==> config.mk <==
export PLATFORM = sky130hd
export DESIGN_NAME = qfx_prep_flat
export DESIGN_NICKNAME = d
export VERILOG_FILES = /design/src/qfx_pkg.sv /design/src/qfx_req_if.sv /design/src/qfx_prep.sv /design/src/flat_wrapper.sv
export SDC_FILE = /design/constraint.sdc
export NUM_CORES = 2
export LEC_CHECK = 0
export BUFFER_PORTS_ARGS = -buffer_cell sky130_fd_sc_hd__buf_2
export CAP_MARGIN = 20
export CORE_AREA = 2 2 315 317
export CTS_CLUSTER_DIAMETER = 120
export CTS_CLUSTER_SIZE = 12
export DETAILED_ROUTE_END_ITERATION = 8
export DIE_AREA = 0 0 317 319
export PLACE_DENSITY = 0.67
export SLEW_MARGIN = 20
export SYNTH_ARGS = -nofsm -noshare
export SYNTH_HDL_FRONTEND = slang
export SYNTH_SLANG_ARGS = --single-unit
==> constraint.sdc <==
create_clock -name clock -period 26.6 [get_ports clock]
set_input_delay 5.32 -clock clock [delete_from_list [all_inputs] [get_ports clock]]
set_output_delay 5.32 -clock clock [all_outputs]
set_load 0.005 [all_outputs]
==> src/qfx_pkg.sv <==
// Shared constants, codes and item types for the Q24.8 fixed-point ALU.
// No dependencies; every other file of the block imports this package.
package qfx_pkg;

   localparam int WORD_BITS = 32;
   localparam int FRAC_BITS = 8;
   localparam int DATA_BITS = 32;
   localparam int OP_BITS   = 4;
   localparam int NUM_BITS  = WORD_BITS + FRAC_BITS;
   localparam int REM_BITS  = WORD_BITS + 1;
   localparam int PROD_BITS = 2 * WORD_BITS;
   localparam int NUM_CELLS = NUM_BITS;

   typedef enum logic [OP_BITS-1:0] {
      OP_ADD     = 4'd0,
      OP_SUB     = 4'd1,
      OP_MUL     = 4'd2,
      OP_DIV     = 4'd3,
      OP_MIN     = 4'd4,
      OP_MAX     = 4'd5,
      OP_INC     = 4'd6,
      OP_DEC     = 4'd7,
      OP_INT2FIX = 4'd8,
      OP_FIX2INT = 4'd9
   } op_type;

   typedef enum logic [1:0] {
      ST_OK       = 2'd0,
      ST_DIV_ZERO = 2'd1,
      ST_SAT      = 2'd2
   } status_type;

   typedef logic signed [WORD_BITS-1:0] word_type;

   typedef struct packed {
      op_type                 op;
      word_type               a;
      word_type               b;
      logic [WORD_BITS-1:0]   mag_a;
      logic [WORD_BITS-1:0]   mag_b;
      logic                   neg;
      logic                   lt;
      logic                   eq;
   } prep_type;

   typedef struct packed {
      op_type                 op;
      word_type               simple;
      logic                   lt;
      logic                   eq;
      logic                   neg;
      logic                   div_zero;
      logic [PROD_BITS-1:0]   prod;
      logic [WORD_BITS-1:0]   divisor;
      logic [NUM_BITS-1:0]    num;
      logic [NUM_BITS-1:0]    quo;
      logic [REM_BITS-1:0]    rem;
   } item_type;

   typedef struct packed {
      op_type                 op;
      word_type               simple;
      logic                   lt;
      logic                   eq;
      logic                   neg;
      logic                   div_zero;
      logic [PROD_BITS-1:0]   mag;
   } fin_type;

   typedef struct packed {
      word_type               result;
      logic                   lt;
      logic                   eq;
      status_type             status;
   } rsp_type;

endpackage

==> src/qfx_req_if.sv <==
// Request channel of the fixed-point ALU: valid/ready plus the request item.
// Depends on qfx_pkg.
interface qfx_req_if import qfx_pkg::*; ();
   logic                        valid;
   logic                        ready;
   logic [OP_BITS-1:0]          req_type;
   logic signed [DATA_BITS-1:0] operand_a;
   logic signed [DATA_BITS-1:0] operand_b;

   modport source (output valid, output req_type, output operand_a, output operand_b,
                   input ready);
   modport sink   (input valid, input req_type, input operand_a, input operand_b,
                   output ready);
endinterface

==> src/qfx_prep.sv <==
// Front end: operand decode, magnitudes, compare flags, product and the
// simple operations, in two stages. Depends on qfx_pkg and qfx_req_if.
module qfx_prep import qfx_pkg::*; (
   input  logic       clock,
   input  logic       reset,
   qfx_req_if.sink    req,
   output logic       dn_valid,
   output item_type   dn_item,
   input  logic       dn_ready
);

   logic       s1_valid_ff;
   prep_type   s1_ff;
   prep_type   s1_in;
   logic       s1_ready;
   logic       s2_valid_ff;
   item_type   s2_ff;
   item_type   s2_in;
   word_type   a_w;
   word_type   b_w;

   assign s1_ready  = !s1_valid_ff || !s2_valid_ff || dn_ready;
   assign req.ready = s1_ready;

   always_comb begin
      a_w         = req.operand_a[WORD_BITS-1:0];
      b_w         = req.operand_b[WORD_BITS-1:0];
      s1_in.op    = op_type'(req.req_type);
      s1_in.a     = a_w;
      s1_in.b     = b_w;
      s1_in.mag_a = a_w[WORD_BITS-1] ? WORD_BITS'(-a_w) : WORD_BITS'(a_w);
      s1_in.mag_b = b_w[WORD_BITS-1] ? WORD_BITS'(-b_w) : WORD_BITS'(b_w);
      s1_in.neg   = a_w[WORD_BITS-1] ^ b_w[WORD_BITS-1];
      s1_in.lt    = a_w < b_w;
      s1_in.eq    = a_w == b_w;
   end

   always_comb begin
      s2_in.op       = s1_ff.op;
      s2_in.lt       = s1_ff.lt;
      s2_in.eq       = s1_ff.eq;
      s2_in.neg      = s1_ff.neg;
      s2_in.div_zero = s1_ff.b == '0;
      s2_in.prod     = PROD_BITS'(s1_ff.mag_a) * PROD_BITS'(s1_ff.mag_b);
      s2_in.divisor  = s1_ff.mag_b;
      s2_in.num      = NUM_BITS'(s1_ff.mag_a) << FRAC_BITS;
      s2_in.quo      = '0;
      s2_in.rem      = '0;
      case (s1_ff.op)
         OP_ADD:     s2_in.simple = s1_ff.a + s1_ff.b;
         OP_SUB:     s2_in.simple = s1_ff.a - s1_ff.b;
         OP_MIN:     s2_in.simple = s1_ff.lt ? s1_ff.a : s1_ff.b;
         OP_MAX:     s2_in.simple = (s1_ff.lt || s1_ff.eq) ? s1_ff.b : s1_ff.a;
         OP_INC:     s2_in.simple = s1_ff.a + word_type'(1);
         OP_DEC:     s2_in.simple = s1_ff.a - word_type'(1);
         OP_INT2FIX: s2_in.simple = s1_ff.a << FRAC_BITS;
         OP_FIX2INT: s2_in.simple = s1_ff.a >>> FRAC_BITS;
         default:    s2_in.simple = '0;
      endcase
   end

   always_ff @(posedge clock) begin
      if (reset) begin
         s1_valid_ff <= 1'b0;
         s2_valid_ff <= 1'b0;
      end else begin
         if (s1_ready) s1_valid_ff <= req.valid;
         if (!s2_valid_ff || dn_ready) s2_valid_ff <= s1_valid_ff;
      end
      if (s1_ready && req.valid) s1_ff <= s1_in;
      if ((!s2_valid_ff || dn_ready) && s1_valid_ff) s2_ff <= s2_in;
   end

   assign dn_valid = s2_valid_ff;
   assign dn_item  = s2_ff;

endmodule

==> src/flat_wrapper.sv <==
// flat-port wrapper written by rule: the top's interface ports become plain ports
module qfx_prep_flat import qfx_pkg::*;
  (clock, reset, dn_valid, dn_item, dn_ready, req_valid, req_req_type, req_operand_a, req_operand_b, req_ready);
  qfx_req_if req_i ();
  input  logic clock;
  input  logic reset;
  output logic dn_valid;
  output item_type dn_item;
  input  logic dn_ready;
  input wire logic [$bits(req_i.valid)-1:0] req_valid;
  input wire logic [$bits(req_i.req_type)-1:0] req_req_type;
  input wire logic [$bits(req_i.operand_a)-1:0] req_operand_a;
  input wire logic [$bits(req_i.operand_b)-1:0] req_operand_b;
  output wire logic [$bits(req_i.ready)-1:0] req_ready;
  assign req_i.valid = req_valid;
  assign req_i.req_type = req_req_type;
  assign req_i.operand_a = req_operand_a;
  assign req_i.operand_b = req_operand_b;
  assign req_ready = req_i.ready;
  qfx_prep u_core (.clock(clock), .reset(reset), .req(req_i), .dn_valid(dn_valid), .dn_item(dn_item), .dn_ready(dn_ready));
endmodule
* Yosys cells after proc, flatten, opt, wreduce, memory -nomap -nowiden
Cells that the tools add are included. Widths: inputs -> output; s select.
Cells by class: equal/unequal tests 8, add/sub/neg operators 6, mux-type cells 5, bitwise gates (word level) 1, reduce and logical (&&, ||, !) cells 10, $lt $le $gt $ge 1, multipliers 1
Operators with widths (number):
- $pmux 32 s8 | 1
- $mul 32x32->64 | 1
- $mux 32 | 2
- $neg 32->32 | 2
- $mux 31 | 2
- $add 32x2->32 const B | 1
- $add 32x32->32 | 1
- $eq 32x32->1 | 1
- $logic_not 32->1 | 1
- $lt 32x32->1 | 1
- $sub 32x2->32 const B | 1
- $sub 32x32->32 | 1
- $eq 4x3->1 const B | 4
- $eq 4x4->1 const B | 2
- $eq 4x1->1 const B | 1
- $logic_not 4->1 | 1
- $logic_or 1x1->1 | 4
- $logic_and 1x1->1 | 2
- $logic_not 1->1 | 2
- $xor 1x1->1 | 1
Word-level totals: flip-flop bits (word level) 305, logic and storage cells 53, output and inout port bits 251, input port bits 72

* Longest topological paths before layout
word-level depth 4, depth in mapped cells 28

* Worst setup path before layout
No wires, ideal clock.
kind input-to-reg, start point in dn_ready, end point reg u_core.s2_ff (netlist bit u_core.dn_item[100]), enable pin, arrival 12.818 ns, library setup time 0.719 ns, data required time 25.881 ns, slack 13.063 ns, stages 2, cell sequence nor2b_1 -> nor2b_1
Between the ends: word-level cells in the longest chain between the ends 2
Ends and longest elaborated chain:
- start: declaration | RTL line flat_wrapper.sv:9 | input logic dn_ready;
- $logic_or 1x1->1 | RTL line qfx_prep.sv:71 | if ((!s2_valid_ff || dn_ready) && s1_valid_ff) s2_ff <= s2_in;
- $logic_and 1x1->1 | RTL line qfx_prep.sv:71
- end signal: assignment | RTL line qfx_prep.sv:71
- end: declaration | RTL line qfx_prep.sv:17 | item_type s2_ff;
Every way passes these cells. A chain may end at the register's enable or synchronous reset.

* Worst setup path after layout
start point in dn_ready, end point out req_ready
Between the ends: word-level cells in the longest chain between the ends 1
Ends and longest elaborated chain:
- $logic_or 1x1->1 | RTL line qfx_prep.sv:22 | assign s1_ready = !s1_valid_ff || !s2_valid_ff || dn_ready;
- end: declaration | RTL line flat_wrapper.sv:14 | output wire logic [$bits(req_i.ready)-1:0] req_ready;
Every way passes these cells.

==> results.json <==
{
  "pin_count": 323,
  "dieArea_mm2": 0.101,
  "antenna_found_initial": 1,
  "first_iter_violations": 2932,
  "critical_path_peak_fanout": 4,
  "ys_top_cells_by_count": "912 x inv_1, 897 x fa_1, 606 x and2_1",
  "cts_buffers": 30,
  "outcome": "finished clean",
  "viasPerCell": 5.51,
  "drc_errors": 0,
  "hold_end": "u_core.dn_item[91]",
  "row_count": 115,
  "grt_pass1_wl_um": 207000,
  "hold_buffers": 0,
  "setup_viol": 0,
  "cts_root_buf": "clkbuf_16",
  "finalSetupTns_ns": 0,
  "worstSetupStartpointType": "input pin",
  "synthArstFlopShare_pct": 0,
  "core_mm2": 0.0977,
  "reg2reg_depth": 24,
  "slew_violations": 0,
  "netlist_instances": 4888,
  "fill_cells": 8731,
  "synth.area.top_cells": "fa_1 37%, edfxtp_1 19%, ha_1 8.5%, and2_1 7.8%, inv_1 7.1%",
  "hold_path.class": "register to register",
  "synth.most_common_cell": "inv_1",
  "start_util_pct": 49.6,
  "finalCriticalPeriod_ns": 11.29,
  "syn_area_mm2": 0.0484,
  "ys_seq_area_share_pct": 18.7,
  "dpl.hpwl_um": 101000,
  "synth_top_area_share_pct": 37.1,
  "grt_max_degree": 77,
  "grt_use_total_pct": 26.5,
  "min_path_cells": 0,
  "nets": 6280,
  "grt_pass1_vias": 36100,
  "drive_above_1_share_pct": 7.75,
  "ys.flop_type": "edfxtp_1",
  "avgSynthCellArea_um2": 9.91,
  "synth.distinct_cells": 76,
  "required_ns": 21.28,
  "synth_edf_count": 301,
  "slew_headroom_pct": 26.5,
  "fmax_ghz": 0.0886,
  "cts.sinks": 303,
  "cap_violations": 0,
  "place_congestion": 0.919,
  "vias": 34600,
  "arrival_ns": 5.97,
  "dr.pass1.iters": 6,
  "postRouteAntennaNets": 0,
  "fp.dieH_um": 319,
  "endpoint_kind": "primary output",
  "clkTransAtPathRegs_ns": 0.06,
  "worst_slew_pin_slew_ns": 1.10,
  "overflow": 0,
  "rsz0062_at_grt": "false",
  "die_x_um": 317,
  "critPathKind": "input pin to primary output",
  "clk_latency_ns": 0.66,
  "whs_ns": 0.448,
  "cts-resized-gates": 0,
  "htree_levels": 1,
  "wl_per_cell_um": 20.9,
  "cts_tree": "yes",
  "min-delay-start": "u_core.s1_ff[45]",
  "yosys_warnings": 0,
  "area_growth_pct": 6.27,
  "r2r-start": "u_core.s1_ff[21]",
  "synth-seq-cells": 303,
  "cts_buffer_depth": 3,
  "r2r_slack_ns": 17.40,
  "synth_area_leader_cell": "fa_1",
  "hold_violations": 0,
  "portBuffers": 241,
  "worst_clock_skew_ns": 0.0357,
  "drt-total-wl_um": 131000,
  "period_share_pct": 42.5,
  "timing.rr.end": "u_core.dn_item[207]",
  "postCtsSetupRepairBufs": 0
}
## cell families after synthesis
logic type	Yosys count	share of synthesized area, %
xor gates and xnor gates	145	2.62
AOI/OAI and AO/OA	501	6.94
DFF	303	18.7
muxes	6	0.127
adders and majority gates	1226	45.6
and+or+nand+nor	1460	15.7
other	1	0.00774
buffers and inverters	1246	10.3
## worst max path at each step
stage / startpoint / to / slack, ns / depth (start not counted)
after floorplan: dn_ready / u_core.dn_item[100] / 13.06 / 2
after global placement: dn_ready / req_ready / 15.28 / 4
after detailed placement: dn_ready / req_ready / 15.30 / 4
after CTS: dn_ready / req_ready / 15.30 / 4
after global routing: dn_ready / req_ready / 15.23 / 4
final: dn_ready / req_ready / 15.31 / 4
## critical path: stages
cell,delay [ns]
buf_2,0.10
nor2b_1,0.29
nand2_1,0.12
buf_2,0.14
## per-stage QoR
step           area [µm²]  cells  setup WS [ns]  util [%]
6_report            51500   6280          15.31      52.7
5_1_grt             51500   6280          15.23      52.7
4_1_cts             51400   6278          15.30      52.7
3_5_place_dp        50600   6236          15.30      51.8
3_3_place_gp        50600   6235          15.28      51.8
2_1_floorplan       48700   4968          13.06         -
## flip-flops by register name, indices dropped and copies added (netlist names)
| signal | count |
|---|---|
| u_core.s1_valid_ff | 1 |
| u_core.dn_valid | 1 |
| u_core.dn_item | 168 |
| u_core.s1_ff | 133 |
## cells in the final DEF (no fill, tap or decap), types with 6 or more instances in the layout
cell type | netlist | final
and4_1 | 6 | 6
o31ai_1 | 22 | 21
xor2_1 | 41 | 41
a21o_1 | 73 | 73
inv_1 | 912 | 912
nor3_1 | 30 | 29
or3_1 | 12 | 12
nor2_1 | 97 | 97
nor2b_1 | 19 | 18
fa_1 | 897 | 897
buf_4 | 81 | 73
nand4_1 | 30 | 30
and2_1 | 606 | 605
clkbuf_1 | 249 | 8
and3_1 | 9 | 9
o21bai_1 | 10 | 10
ha_1 | 329 | 329
o21a_1 | 16 | 16
o41ai_1 | 11 | 11
or2_2 | 9 | 9
a211oi_1 | 10 | 10
nand2b_1 | 22 | 22
clkbuf_16 | 0 | 30
edfxtp_1 | 301 | 301
nand3_1 | 28 | 28
buf_2 | 0 | 241
nand2_1 | 547 | 547
a221oi_1 | 9 | 9
conb_1 | 1 | 81
o21ai_0 | 94 | 94
or4_1 | 10 | 10
a221o_1 | 8 | 8
a21boi_0 | 6 | 6
a222oi_1 | 20 | 20
a31oi_1 | 17 | 17
nor4_1 | 6 | 6
a21oi_1 | 118 | 118
o211ai_1 | 44 | 44
xnor2_1 | 104 | 104
## routing by layer
layer | vias up | part of all wire [%] | global-route usage (%)
met5 | - | 0 | 0
met4 | 0 | 3.2 | 8.05
met3 | 218 | 7.8 | 3.86
met2 | 1386 | 46 | 42.4
met1 | 17800 | 43 | 37.4
li1 | 15200 | - | -
## final cells by class
| class | instances | area (µm²) | area share (%) |
|---|---|---|---|
| antenna | 1 | 2.50 | 0.00486 |
| clock buffer | 38 | 781 | 1.52 |
| clock inverter | 4 | 56.3 | 0.109 |
| inverter | 912 | 3420 | 6.65 |
| multi-input combinational | 3419 | 34700 | 67.5 |
| sequential | 303 | 9080 | 17.6 |
| tap | 1287 | 1610 | 3.13 |
| timing repair buffer | 316 | 1800 | 3.49 |
Power is left out: the tool's default activity adds up to more than one toggle a clock period on the data nets, which glitch-free logic cannot reach.
