==> src/qfx_pkg.sv <==
// Shared constants, codes and item types for the Q24.8 fixed-point ALU.
// No dependencies; every other file of the block imports this package.
package qfx_pkg;

   localparam int WORD_BITS = 32;
   localparam int FRAC_BITS = 8;
   localparam int DATA_BITS = 32;
   localparam int OP_BITS   = 4;
   localparam int NUM_BITS  = WORD_BITS + FRAC_BITS;
   localparam int REM_BITS  = WORD_BITS + 1;
   localparam int PROD_BITS = 2 * WORD_BITS;
   localparam int NUM_CELLS = NUM_BITS;

   typedef enum logic [OP_BITS-1:0] {
      OP_ADD     = 4'd0,
      OP_SUB     = 4'd1,
      OP_MUL     = 4'd2,
      OP_DIV     = 4'd3,
      OP_MIN     = 4'd4,
      OP_MAX     = 4'd5,
      OP_INC     = 4'd6,
      OP_DEC     = 4'd7,
      OP_INT2FIX = 4'd8,
      OP_FIX2INT = 4'd9
   } op_type;

   typedef enum logic [1:0] {
      ST_OK       = 2'd0,
      ST_DIV_ZERO = 2'd1,
      ST_SAT      = 2'd2
   } status_type;

   typedef logic signed [WORD_BITS-1:0] word_type;

   typedef struct packed {
      op_type                 op;
      word_type               a;
      word_type               b;
      logic [WORD_BITS-1:0]   mag_a;
      logic [WORD_BITS-1:0]   mag_b;
      logic                   neg;
      logic                   lt;
      logic                   eq;
   } prep_type;

   typedef struct packed {
      op_type                 op;
      word_type               simple;
      logic                   lt;
      logic                   eq;
      logic                   neg;
      logic                   div_zero;
      logic [PROD_BITS-1:0]   prod;
      logic [WORD_BITS-1:0]   divisor;
      logic [NUM_BITS-1:0]    num;
      logic [NUM_BITS-1:0]    quo;
      logic [REM_BITS-1:0]    rem;
   } item_type;

   typedef struct packed {
      op_type                 op;
      word_type               simple;
      logic                   lt;
      logic                   eq;
      logic                   neg;
      logic                   div_zero;
      logic [PROD_BITS-1:0]   mag;
   } fin_type;

   typedef struct packed {
      word_type               result;
      logic                   lt;
      logic                   eq;
      status_type             status;
   } rsp_type;

endpackage

==> src/qfx_div_cell.sv <==
// One cell of the divider chain: a single restoring step that produces one
// quotient bit, with its own item register. Depends on qfx_pkg.
module qfx_div_cell import qfx_pkg::*; (
   input  logic       clock,
   input  logic       reset,
   input  logic       up_valid,
   input  item_type   up_item,
   output logic       up_ready,
   output logic       dn_valid,
   output item_type   dn_item,
   input  logic       dn_ready
);

   logic                  valid_ff;
   item_type              item_ff;
   item_type              item_in;
   logic [REM_BITS-1:0]   trial;
   logic                  q_bit;

   assign up_ready = !valid_ff || dn_ready;

   always_comb begin
      item_in = up_item;
      trial   = {up_item.rem[REM_BITS-2:0], up_item.num[NUM_BITS-1]};
      q_bit   = trial >= REM_BITS'(up_item.divisor);
      item_in.rem = q_bit ? trial - REM_BITS'(up_item.divisor) : trial;
      item_in.num = {up_item.num[NUM_BITS-2:0], 1'b0};
      item_in.quo = {up_item.quo[NUM_BITS-2:0], q_bit};
   end

   always_ff @(posedge clock) begin
      if (reset) begin
         valid_ff <= 1'b0;
      end else if (up_ready) begin
         valid_ff <= up_valid;
      end
      if (up_ready && up_valid) item_ff <= item_in;
   end

   assign dn_valid = valid_ff;
   assign dn_item  = item_ff;

endmodule

==> config.mk <==
export PLATFORM = sky130hd
export DESIGN_NAME = qfx_div_cell
export DESIGN_NICKNAME = d
export VERILOG_FILES = /design/src/qfx_pkg.sv /design/src/qfx_div_cell.sv
export SDC_FILE = /design/constraint.sdc
export NUM_CORES = 1
export LEC_CHECK = 0
export ABC_CLOCK_PERIOD_IN_PS = 7400
export BUFFER_PORTS_ARGS = -buffer_cell sky130_fd_sc_hd__clkbuf_2
export CORE_AREA = 2 2 197 199
export DETAILED_ROUTE_END_ITERATION = 10
export DIE_AREA = 0 0 199 201
export GPL_TIMING_DRIVEN = 0
export SLEW_MARGIN = 20
export SYNTH_ARGS = -nofsm -noshare
export SYNTH_HDL_FRONTEND = slang
export SYNTH_SLANG_ARGS = --single-unit
==> constraint.sdc <==
create_clock -name clock -period 7.4 [get_ports clock]
set_input_delay 0.37 -clock clock [delete_from_list [all_inputs] [get_ports clock]]
set_output_delay 0.37 -clock clock [all_outputs]
set_load 0.1 [all_outputs]
-- Word-level counts from Yosys, hierarchy flattened
Index checks and enable logic that the tools add are counted.
- flip-flop bits (word level): 249
- bits in latches: 0
- bits in writable memories: 0
- bits in read-only memories: 0
- input port bits: 253
- output and inout port bits: 251
- word-level logic and storage cells: 18
- memories kept: 0
- add/sub/neg operators: 1
- $mul: 0
- div/mod/pow operators: 0
- order comparisons: 1
- eq/ne operators: 0
- shift operators: 0
- multiplexer cells: 1
- bitwise gates (word level): 0
- reductions and logical operators: 3
- operator list (cell ; number):
    $ge 33x32->1 ; 1
    $mux 33 ; 1
    $sub 33x32->33 ; 1
    $logic_and 1x1->1 ; 1
    $logic_not 1->1 ; 1
    $logic_or 1x1->1 ; 1

-- Depth between registers and ports, before layout
Gate-level depths: netlist of run 1.
- depth after elaboration: 3
- depth in mapped cells: 13
- depth with buffers taken out: 11

-- Worst setup path after synthesis of run 1
OpenSTA, ideal clock, no wires.
- kind: flip-flop to flip-flop
- from: reg valid_ff (netlist: dn_valid)
- to: reg item_ff, in the netlist dn_item[0], enable pin
- setup time: 638 ps
- arrival time: 7291 ps
- required time: 6762 ps
- setup slack: -529 ps
- stages on the path, launching flop included: 3
- buffers on the path: 0
- clock period less this slack: 7929 ps
- path through: dfxtp_1 -> nand2b_1 -> and2_1
- longest elaborated chain between the ends: 3
- RTL lines (item ; line ; source):
    start, declared ; qfx_div_cell.sv:14 ; logic valid_ff;
    start signal, assigned ; qfx_div_cell.sv:35 ; valid_ff <= up_valid;
    $logic_not 1->1 ; qfx_div_cell.sv:20 ; assign up_ready = !valid_ff || dn_ready;
    $logic_or 1x1->1 ; qfx_div_cell.sv:20 ;
    via up_ready ; qfx_div_cell.sv:8 ; output logic up_ready,
    $logic_and 1x1->1 ; qfx_div_cell.sv:37 ; if (up_ready && up_valid) item_ff <= item_in;
    end signal, assigned ; qfx_div_cell.sv:37 ;
    end, declared ; qfx_div_cell.sv:15 ; item_type item_ff;
The timed path passes the listed nets, and every way through them passes these cells.
A chain may end at the register's enable or synchronous reset.

==> results by stage, run 1 <==
Clock tree:
- In this run the number of H-tree levels came out at 1.
- The cell sitting at the root of the clock tree is a clkbuf_16.
- No sink is reached through more buffers than the 3 on the longest clock path.
- The clock tree from TritonCTS is done.
- The number of gates resized after CTS was 0.
- The TritonCTS buffer count is 30.
- The insertion delay to the later sink of the worst-skew pair is 0.56 ns.
- The clock net in this run drives a total of approximately 250 sinks.
- After clock tree synthesis, the clock-pin slew on the worst setup and hold paths is roughly 0.06 ns.

Place:
- The final HPWL from detailed placement is approximately 28000 um.
- Routability-driven placement finished with a final weighted congestion of between 0.8 and 0.9.
- The number of buffer cells added on primary ports is 500.
- Once placement finished, the instance area stood at approximately 13000 um^2.

Synthesis:
- The cell area after technology mapping is approximately 10000 um^2.
- In this run, synthesis inferred around 250 flip-flops with an integrated enable.
- The most frequent cell after synthesis is edfxtp_1.
- The cell type with the highest aggregate area in the netlist is edfxtp_1.
- For this run, the number of Yosys warnings is 0.
- The synthesized design contains 249 register bits.
- Sorting the synthesized cells by how often they occur yields edfxtp_1, a21oi_1, nor2_1.
- The fraction of registers with async set or reset after synthesis is 0%.
- The synthesized netlist net count is a little over 900.
- The number of different library cells used by synthesis comes to 60.
- Yosys attributes the largest share of cell area to edfxtp_1, ha_1, a21oi_1, nor2_1, inv_1.
- The mean instance size in the synthesized netlist is roughly 16 um^2.
- The sequential area share after synthesis is 75.6%.
- The flip-flop cell with the highest count after synthesis is edfxtp_1.
- The fraction of post-synthesis cell area in the top cell type by area is 75.4%.
- The gate count of the mapped netlist is ~630.

Pwr:
- Registers are responsible for between 30% and 40% of the overall power.
- Of the total power, the clock network draws between 30% and 40%.
- For this design the ratio of total power to cell area is between 200 and 300 nW/um^2.
- Summing internal, switching and leakage power gives approximately 4.4 mW.
- Combinational cells account for ~28% of the total power.
- The internal power summed over all cells is between 2 and 3 mW.
- IR analysis of the VDD net gives a maximum drop of about 150 uV.
- The reported net switching power is about 1.6 mW.
- The switching share of power is 36.6%.
- The total leakage power is between 7 and 8 nW.

Worst setup path:
- The worst setup path is launched from a primary input.
- The worst setup path is of the in -> reg kind.
- Data on the critical path arrives at its endpoint at 3.74 ns.
- The worst path required time is approximately 7.7 ns.
- The signal on the critical path passes through dlygate4sd3_1 > clkbuf_2 > inv_1 > ha_1 > clkbuf_1 > nand3_1 > nor4_1 > a31oi_1 > and3_1 > nand3_2 > nand2_4 > clkinv_4 > clkbuf_1 > a21oi_1.
- The most prevalent standard cell on the critical path is clkbuf_1.
- The slowest stage of the critical path is the dlygate4sd3_1 cell.
- The maximum cell stage delay along the critical path is between 0.5 and 0.6 ns.
- The critical path crosses 14 cells after its start point.
- STA classifies the critical path endpoint as a register.
- The worst-case register-to-register setup slack is 4.94 ns.
- Broken down by cell family, the worst path's largest delay share belongs to buffers and inverters.
- Counting both buffers and inverters, the worst setup path holds a total of 6.
- The biggest fanout along the worst timing path is 10.
- Measured in cells, the most critical reg-to-reg path has a length of 5.

Status:
- The run finished with clean final reports.

Global routing:
- The aggregate global routing overflow is 0.
- Entering global routing, the biggest net connects 59 pins.
- The first global-routing pass estimated 52500 um of wire.
- Global routing used ~18% of the available tracks across all layers.
- The number of global-route vias before repair is between 8000 and 9000.
- The initial antenna violation count is 10.

Job:
- Across the run, the number of max-cap violations was 0.

Drt:
- Dividing the detail-routed wire length by the instance count gives a little under 20 um.
- The ratio of routed vias to standard cells is approximately 4.3.
- The number of DRC violations after detailed-routing iteration 0 is about 360.
- The via count of the routed design is 8183.
- The aggregate routed wire length is between 30000 and 40000 um.
- The first detailed-routing pass took 4 iterations.
- The final routed DRC violation total is 0.
- The number of routed nets with antenna violations is 0.

Hold path:
- The kind of path behind the tightest hold check is in -> reg.
- The cell depth of the worst min-delay path is 1.

Timing:
- The final count of pins violating max slew is 0.
- The final-layout setup total negative slack is 0 ns.
- At the pin with the least slew margin, the transition time is roughly 0.7 ns.
- The portion of the clock cycle consumed by the worst path in the final layout is approximately 47%.
- The headroom to the max-slew limit is between 50 and 60%.
- Setup violations remaining at the end of the flow were counted as 0.
- The worst path needs approximately 3.5 ns of the cycle, external delays included.
- The setup skew after layout is 0.0187 ns.
- Setup repair after global routing left no endpoint under its margin.
- The final number of hold-violating endpoints is 0.
- Final hold analysis gives a worst-case slack of about 0.034 ns.
- Derived from the worst setup path, the maximum achievable clock frequency is about 290 MHz.

Die:
- The area of the core is approximately 38000 um^2.
- In this run the core area contains about 70 standard-cell rows.
- The initial core utilization is between 20% and 30%.
- The floorplan step defined a die boundary enclosing about 40000 um^2.
- Measured along the y axis, the die boundary spans about 200 um.
- The count of pins on the block boundary is 504.
- Measured along the x axis, the die boundary spans ~200 um.

Finish:
- The finished layout cell area is ~16000 um^2.
- Cells fill 42.4% of the core in the end.
- The post-route netlist has ~41% of its cells at a drive strength greater than 1.
- The net count of the finished layout is between 1500 and 2000.
- The area overhead of the layout relative to synthesis is 63.6%.
sequential cells by signal, indices dropped and copies added (netlist names):
signal / flops
dn_valid: 1
dn_item: 248
worst paths after layout:
kind	from	to
hold reg to reg	dn_valid	dn_valid
setup / recovery	up_item[126]	dn_item[5]
hold / removal	up_item[139]	dn_item[139]
setup reg to reg	dn_valid	dn_item[194]
cell families (layout without fill, tap and decap cells):
| family | after synthesis | in the layout | synth area share (%) |
|---|---|---|---|
| flops | 249 | 249 | 75.6 |
| simple gates | 131 | 131 | 6.72 |
| compound gates | 130 | 130 | 8.84 |
| buf+inv | 56 | 820 | 2.37 |
| fa+ha+maj | 33 | 33 | 4.25 |
| xor+xnor | 24 | 24 | 2.13 |
| other cells | 1 | 8 | 0.0379 |
| mux | 1 | 1 | 0.101 |
power by group through the flow:
stage	registers (mW)	logic [mW]	clock network, mW
after floorplan	2.41	0.215	0
after global placement	1.74	1.13	0
after detailed placement	1.73	1.14	0
after CTS	1.70	1.24	1.47
after global routing	1.71	1.29	1.52
final	1.70	1.24	1.43
placed cells by master, fill, tap and decap left out, drive strengths merged, types with 3 or more instances in the layout:
cell	instances
diode	7
a21oi	56
edfxtp	248
o21a	10
o211a	3
nor4	5
nand2b	4
nor2	41
inv	45
nand2	36
nand3	10
o21bai	6
xnor2	15
nand4	10
and2	4
ha	32
buf	8
xor2	9
nor3	10
clkbuf	544
o21ai	20
clkinv	14
a21o	12
o31a	5
nor2b	4
dlygate4sd3	205
timing repair:
action / 4_1_cts / 5_1_grt
buffers inserted: 0 / 0
hold buffers: 204 / 1
endpoints found under the hold margin: 204 / 1
metrics by stage:
step | worst slack (ns) | cells
CTS | 3.88 | 1906
finish | 3.91 | 1914
global placement | 1.93 | 1643
floorplan | 2.19 | 625
global route | 3.68 | 1914
detailed placement | 3.84 | 1647
layout make-up:
| class | instances | area (um^2) |
|---|---|---|
| Clock inverter | 22 | 191 |
| Sequential cell | 249 | 7470 |
| Buffer | 15 | 75.1 |
| Antenna cell | 7 | 17.5 |
| Timing Repair Buffer | 709 | 4660 |
| Fill cell | 3575 | 21900 |
| Inverter | 41 | 159 |
| Clock buffer | 33 | 762 |
| Multi-Input combinational cell | 320 | 2180 |
| Tap cell | 518 | 648 |
per-layer routing:
metal / global-route usage (%) / vias up / part of all wire, %
li1: - / 3861 / -
met1: 18.6 / 3924 / 36
met2: 32.8 / 326 / 52
met3: 5.56 / 70 / 8.7
met4: 7.06 / 2 / 3.4
met5: 0 / - / 0.035
No activity file was read; power rests on OpenSTA's default activity.
==> run 2: changes to the inputs <==
--- a/config.mk
+++ b/config.mk
@@ -5,11 +5,11 @@
 export SDC_FILE = /design/constraint.sdc
 export NUM_CORES = 1
 export LEC_CHECK = 0
-export ABC_CLOCK_PERIOD_IN_PS = 7400
+export ABC_CLOCK_PERIOD_IN_PS = 2860
 export BUFFER_PORTS_ARGS = -buffer_cell sky130_fd_sc_hd__clkbuf_2
-export CORE_AREA = 2 2 197 199
+export CORE_AREA = 2 2 194 196
 export DETAILED_ROUTE_END_ITERATION = 10
-export DIE_AREA = 0 0 199 201
+export DIE_AREA = 0 0 196 198
 export GPL_TIMING_DRIVEN = 0
 export SLEW_MARGIN = 20
 export SYNTH_ARGS = -nofsm -noshare
==> constraint.sdc (replaced) <==
create_clock -name clock -period 2.86 [get_ports clock]
set_input_delay 0.143 -clock clock [delete_from_list [all_inputs] [get_ports clock]]
set_output_delay 0.143 -clock clock [all_outputs]
set_load 0.1 [all_outputs]
==> run 2 against run 1 <==
Compared with the run above:
- first-iteration DRC count fell by 11%
- global-route usage rose by 0.16 points
- final cell count barely moved
- sequential share of layout area fell by 1.1 points
- setup slack got worse by 3.7 ns
- routed wire length fell by 0.80%
- sequential power rose to 2.6 times the previous value
==> results by stage, run 2 (synthesized netlist as in run 1, its figures left out) <==
Place:
- The pre-CTS worst setup slack was -0.335 ns (-4.18 ns).
- The total cell area at the placement stage is 13100 um^2 (-0.39%).
- The routability congestion estimate is 0.842 (+1.0%).
- The final HPWL from detailed placement is 27900 um (-0.94%).
- The instance count after placement with tap cells included is 1603 (-2.7%).
- The number of buffer cells added on primary ports is 500 (unchanged).

Drt:
- The number of routed nets with antenna violations is 0 (unchanged).
- The via count of the routed design was 8337 (+1.9%).
- The number of DRC violations after detailed-routing iteration 0 was 318 (-11%).
- The met1 wire length came to 12800 um (-2.6%).
- The final routed DRC violation total was 0 (unchanged).
- The highest layer used for signal routing is met4.
- The routed length on met2 was 19900 um (+3.1%).
- The wire length per cell is 19.1 um (-0.85%).
- The ratio of routed vias to standard cells came to 4.35 (+1.8%).
- The count of TritonRoute iterations in the first routing pass is 5 (+1).
- The met3 layer wire length in the routed design is 2760 um (-14%).
- The aggregate routed wire length is 36600 um (-0.80%).

Finish:
- The number of nets in the final layout is 1692 (+2.4%).
- The finished layout cell area is 16600 um^2 (+2.5%).
- The final standard cell count with taps included and fillers excluded is 1915 (+0.052%).
- In the layout the commonest cells are clkbuf_2, edfxtp_1, dlygate4sd3_1, a21oi_1, nor2_1.
- The share of layout cells above drive strength 1 came to 41.0% (-0.50 points).
- The library cell used most frequently in the layout, excluding fill and tap cells, is clkbuf_2.
- The flip-flop count of the largest register after layout is 248 (unchanged).
- From synthesis to final layout, the design area changed by 67.7%.

Job:
- The max capacitance violation total came to 0 (unchanged).

Timing:
- The number of failing setup endpoints in the final timing report is 0 (unchanged).
- Setup repair after global routing left no endpoint under its margin.
- For the finished layout, the period the worst path requires is 2.69 ns.
- The final count of pins violating max slew is 0 (unchanged).
- The final-layout setup total negative slack is 0 ns (unchanged).
- The setup skew after layout was 0.00972 ns (-0.00896 ns).
- The portion of the clock cycle consumed by the worst path in the final layout is 94.1%.
- The worst slack on hold paths is 0.0533 ns (+0.0193 ns).
- The final number of hold-violating endpoints is 0 (unchanged).
- The headroom to the max-slew limit is 49.0% (-3.6 points).
- The slew of the pin with the lowest slew margin is 0.765 ns (+0.0538 ns).
- The post-layout worst setup margin is 0.170 ns (-3.74 ns).
- Timing would allow up to roughly 370 MHz.

Worst setup path:
- The biggest fanout along the worst timing path was 10 (unchanged).
- The data arrival time of the critical path came to 3.05 ns (-0.69 ns).
- The startpoint class of the critical path is a primary input.
- STA classifies the critical path endpoint as a register.
- The worst path required time is 3.22 ns (-4.43 ns).
- The kind of critical path is in -> reg.

Global routing:
- The wire length of the first global-routing pass was 51700 um (-1.5%).
- The global-route usage over all layers is 18.0% (+0.16 points).
- The initial antenna violation count is 12 (+2).
- The aggregate global routing overflow was 0 (unchanged).
- The number of global-route vias before repair is 8687 (-1.3%).
- The pin count of the biggest net entering global routing is 61 (+3.4%).

Hold path:
- The kind of path behind the tightest hold check is in -> reg.

Status:
- The run finished with clean final reports.

Die:
- The count of pins on the block boundary came to 504 (unchanged).
- The die outline height is 198 um (-1.5%).
- The initial core utilization came to 26.7% (+0.81 points).
- The width of the die is 196 um (-1.5%).
- The area of the core is 37000 um^2 (-3.0%).
- The number of core rows was 71 (-1.4%).
- The die footprint is 38800 um^2 (-3.0%).

Clock tree:
- The clock-pin slew on the worst setup and hold paths is 0.06 ns (about the same).
- The number of levels in the clock H-tree is 1 (unchanged).
- Clock tree synthesis selected as its root buffer the cell clkbuf_16.
- The insertion delay to the later sink of the worst-skew pair is 0.55 ns (about the same).
- The count of buffers added by post-CTS timing repair for setup was 0 (unchanged).
- The TritonCTS buffer count is 28 (-6.7%).
- The maximum buffer depth of the clock tree is 3 (unchanged).
- The count of clock tree sinks came to 249 (unchanged).
- The clock tree from TritonCTS is done.

Pwr:
- The total leakage power is 7.25 nW (+2.8%).
- The cell area power density is 686 nW/um^2 (+150%).
- The worst-case vdd ir drop is 384 uV (+160%).
[run 2: cell count changes in the layout (fill, tap and decap cells not counted), moves of 5 or more]
| cell | previous run | this run |
|---|---|---|
| clkbuf_2 | 500 | 505 |
| inv_6 | 5 | 0 |
| diode_2 | 7 | 13 |
| dlygate4sd3_1 | 205 | 247 |
[run 2: stage by stage]
stage | util (%) | total power [mW]
6_report | 44.9 | 11.4
2_1_floorplan | - | 6.78
3_5_place_dp | 35.4 | 7.42
3_3_place_gp | 35.2 | 7.41
5_1_grt | 44.8 | 11.8
4_1_cts | 44.7 | 11.5
[run 2: area by class of cell]
cell class	instances	area, um^2
buffer	15	81.3
fill	3385	20400
inverter	41	159
clock inverter	21	244
tap	474	593
multi-input combinational	320	2210
clock buffer	31	712
timing repair buffer	751	5080
sequential	249	7470
antenna	13	32.5
[run 2: worst paths after layout]
path              slack (ns)         start  cells past startpoint           to
setup reg to reg        0.79      dn_valid                      4  dn_item[14]
hold / removal          0.05   up_item[30]                      3  dn_item[31]
setup / recovery        0.17  up_item[127]                     14  dn_item[26]
hold reg to reg         1.03      dn_valid                      2  dn_item[64]
[run 2: timing repair]
item | CTS | global route
hold endpoints to repair | 246 | 0
hold buffers | 247 | 0
endpoints found under the setup margin | 0 | 27
gates resized for setup | 0 | 11
[run 2: worst max-delay path, cell delays in order]
cell,delay (ns)
dlygate4sd3_1,0.53
clkbuf_2,0.11
inv_1,0.04
ha_1,0.36
a21o_1,0.20
a21o_1,0.17
a21oi_1,0.21
o31a_1,0.22
nand3_2,0.15
nand2_8,0.17
clkinv_4,0.10
clkbuf_4,0.21
o211a_1,0.13
nor3_1,0.27
[run 2: power by group]
part           internal, mW  switching [mW]
clock network          2.18            1.55
logic                 0.751            2.48
registers              4.33          0.0784
[run 2: layer usage]
layer | up-vias | GRT usage, %
met2 | 337 | 33.5
met1 | 3977 | 18.8
li1 | 3963 | -
met4 | 0 | 7.94
met3 | 60 | 5.06
met5 | - | 0
==> run 3: changes to the inputs <==
--- a/config.mk
+++ b/config.mk
@@ -8,6 +8,7 @@
 export ABC_CLOCK_PERIOD_IN_PS = 2860
 export BUFFER_PORTS_ARGS = -buffer_cell sky130_fd_sc_hd__clkbuf_2
 export CORE_AREA = 2 2 194 196
+export CTS_BUF_LIST = sky130_fd_sc_hd__clkbuf_8 sky130_fd_sc_hd__clkbuf_16
 export DETAILED_ROUTE_END_ITERATION = 10
 export DIE_AREA = 0 0 196 198
 export GPL_TIMING_DRIVEN = 0
==> run 3 against run 2 <==
Compared with the run above:
- power hardly changed
- setup slack got worse by 0.0066 ns
- die area did not move
- combinational power is essentially flat
- sequential share of layout area unchanged
- worst hold slack improved by 0.00081 ns
- largest power group unchanged
- critical path depth is the same
- design area did not move
==> results by stage, run 3 (synthesized netlist as in run 1, its figures left out) <==
Place:
- The final HPWL from detailed placement is 27900 um (unchanged).
- The routability congestion estimate was 0.842 (unchanged).
- The total cell area at the placement stage is 13100 um^2 (unchanged).
- The number of buffer cells added on primary ports came to 500 (unchanged).

Worst setup path:
- The worst path required time is 3.22 ns (about the same).
- The kind of critical path is in -> reg.
- The critical path endpoint category is a register.
- The startpoint class of the critical path is a primary input.
- The data arrival time of the critical path is 3.05 ns (about the same).
- The biggest fanout along the worst timing path is 10 (unchanged).

Pwr:
- The total leakage power is 7.26 nW (+0.17%).
- The cell area power density is 686 nW/um^2 (about the same).
- The worst-case vdd ir drop was 384 uV (about the same).
- The sequential share of power came to 38.8% (about the same).
- The internal power summed over all cells is 7.25 mW (-0.15%).
- The proportion of power drawn by combinational gates is 28.4% (about the same).
- The switching share of power came to 36.2% (+0.039 points).
- The total design power came to 11.4 mW (about the same).
- The clock power share was 32.8% (about the same).
- The reported net switching power was 4.11 mW (about the same).

Timing:
- Setup repair after global routing left no endpoint under its margin.
- The final number of hold-violating endpoints came to 0 (unchanged).
- The number of failing setup endpoints in the final timing report came to 0 (unchanged).
- The slew of the pin with the lowest slew margin was 0.766 ns (+0.000837 ns).
- The minimum period implied by the final worst setup slack came to 2.70 ns (+0.00657 ns).
- The setup skew after layout was 0.00972 ns (-0.00000105 ns).
- The worst slack on hold paths is 0.0541 ns (+0.000806 ns).
- The final count of pins violating max slew came to 0 (unchanged).
- The portion of the clock cycle consumed by the worst path in the final layout is 94.3% (+0.23 points).
- The headroom to the max-slew limit is 49.0% (-0.056 points).
- The highest achievable clock rate was 371 MHz (-0.24%).

Die:
- The die footprint is 38800 um^2 (unchanged).
- The area of the core came to 37000 um^2 (unchanged).
- The count of pins on the block boundary is 504 (unchanged).
- The number of core rows was 71 (unchanged).
- The width of the die is 196 um (unchanged).
- The die outline height is 198 um (unchanged).
- The initial core utilization is 26.7% (unchanged).

Drt:
- The final routed DRC violation total is 0 (unchanged).
- The aggregate routed wire length is 36600 um (about the same).
- The ratio of routed vias to standard cells was 4.36 (about the same).
- The number of DRC violations after detailed-routing iteration 0 is 334 (+5.0%).
- The number of routed nets with antenna violations is 0 (unchanged).
- The count of TritonRoute iterations in the first routing pass was 5 (unchanged).
- The wire length per cell came to 19.1 um (about the same).
- The via count of the routed design is 8345 (+0.096%).

Finish:
- In the layout the commonest cells are clkbuf_2, edfxtp_1, dlygate4sd3_1, a21oi_1, inv_1.
- The core occupancy in the finished layout is 44.9% (unchanged).
- The area overhead of the layout relative to synthesis was 67.7% (unchanged).
- The finished layout cell area was 16600 um^2 (unchanged).
- The number of nets in the final layout is 1692 (unchanged).
- The share of layout cells above drive strength 1 was 41.0% (unchanged).
- The commonest non-fill, non-tap cell in the layout is clkbuf_2.
- The flip-flop count of the largest register after layout is 248 (unchanged).

Hold path:
- The min-delay analysis places its worst path in the category in -> reg.

Clock tree:
- The clock tree from TritonCTS is done.
- The count of buffers added by post-CTS timing repair for setup is 0 (unchanged).
- The TritonCTS buffer count was 28 (unchanged).
- The root buffer selected by CTS is clkbuf_16.
- The count of clock tree sinks is 249 (unchanged).
- The maximum buffer depth of the clock tree is 3 (unchanged).
- The number of levels in the clock H-tree is 1 (unchanged).
- The clock-pin slew on the worst setup and hold paths came to 0.06 ns (about the same).
- The insertion delay to the later sink of the worst-skew pair came to 0.55 ns (about the same).

Status:
- The run finished with clean final reports.

Job:
- The max capacitance violation total is 0 (unchanged).

Global routing:
- The initial antenna violation count is 12 (unchanged).
- The pin count of the biggest net entering global routing is 61 (unchanged).
- The wire length of the first global-routing pass came to 51700 um (unchanged).
- The global-route usage over all layers came to 18.0% (unchanged).
- The aggregate global routing overflow is 0 (unchanged).
- The number of global-route vias before repair is 8687 (unchanged).
==> run 3: changes by cell type in the layout (fill, tap and decap cells not counted), sizes merged <==
| cell | before | now |
|---|---|---|
| inv | 41 | 44 |
| clkbuf | 543 | 540 |
==> run 3: what timing repair did <==
item	4_1_cts	5_1_grt
setup endpoints to repair	0	27
hold buffers	247	0
hold endpoints to repair	246	0
resized for setup	0	11
==> run 3: worst max-delay path: stages <==
cell and delay, ns:
dlygate4sd3_1 0.53, clkbuf_2 0.11, inv_1 0.04, ha_1 0.36, a21o_1 0.21, a21o_1 0.17, a21oi_1 0.21, o31a_1 0.22
nand3_2 0.15, nand2_8 0.17, clkinv_4 0.11, clkbuf_4 0.21, o211a_1 0.13, nor3_1 0.27
==> run 3: area by class of cell <==
class | count | area (um^2)
Multi-Input combinational cell | 320 | 2210
Inverter | 41 | 159
Tap cell | 474 | 593
Clock inverter | 24 | 255
Clock buffer | 28 | 701
Sequential cell | 249 | 7470
Buffer | 15 | 81.3
Antenna cell | 13 | 32.5
Timing Repair Buffer | 751 | 5080
Fill cell | 3385 | 20400
==> run 3: power groups by stage <==
| stage | combinational [mW] | clock [mW] | sequential, mW |
|---|---|---|---|
| finish | 3.23 | 3.72 | 4.41 |
| global route | 3.38 | 3.94 | 4.43 |
| CTS | 3.24 | 3.83 | 4.41 |
| detailed placement | 2.94 | 0 | 4.48 |
| global placement | 2.91 | 0 | 4.50 |
| floorplan | 0.559 | 0 | 6.22 |
==> run 3: path summary, 6_finish.rpt <==
| kind | startpoint | to | slack (ns) | depth (start not counted) |
|---|---|---|---|---|
| worst max-delay path | up_item[127] | dn_item[26] | 0.16 | 14 |
| worst min-delay path | up_item[30] | dn_item[31] | 0.05 | 3 |
| worst max register to register | dn_valid | dn_item[14] | 0.79 | 4 |
| worst min register to register | dn_valid | dn_item[64] | 1.03 | 2 |
==> run 3: per-layer routing <==
metal / vias up / GRT usage [%] / share of wire, %
li1: 3963 / - / -
met3: 58 / 5.06 / 7.6
met4: 0 / 7.94 / 3.1
met5: - / 0 / 0
met1: 3985 / 18.8 / 35
met2: 339 / 33.5 / 54
==> run 3: metrics by stage <==
step,setup WS [ns],setup TNS [ns],std cells
2_1_floorplan,-0.148,-36.65,625
3_3_place_gp,-0.465,-112.01,1599
3_5_place_dp,-0.335,-8.28,1603
4_1_cts,0.0189,0,1902
5_1_grt,0.0295,0,1914
6_report,0.163,0,1915
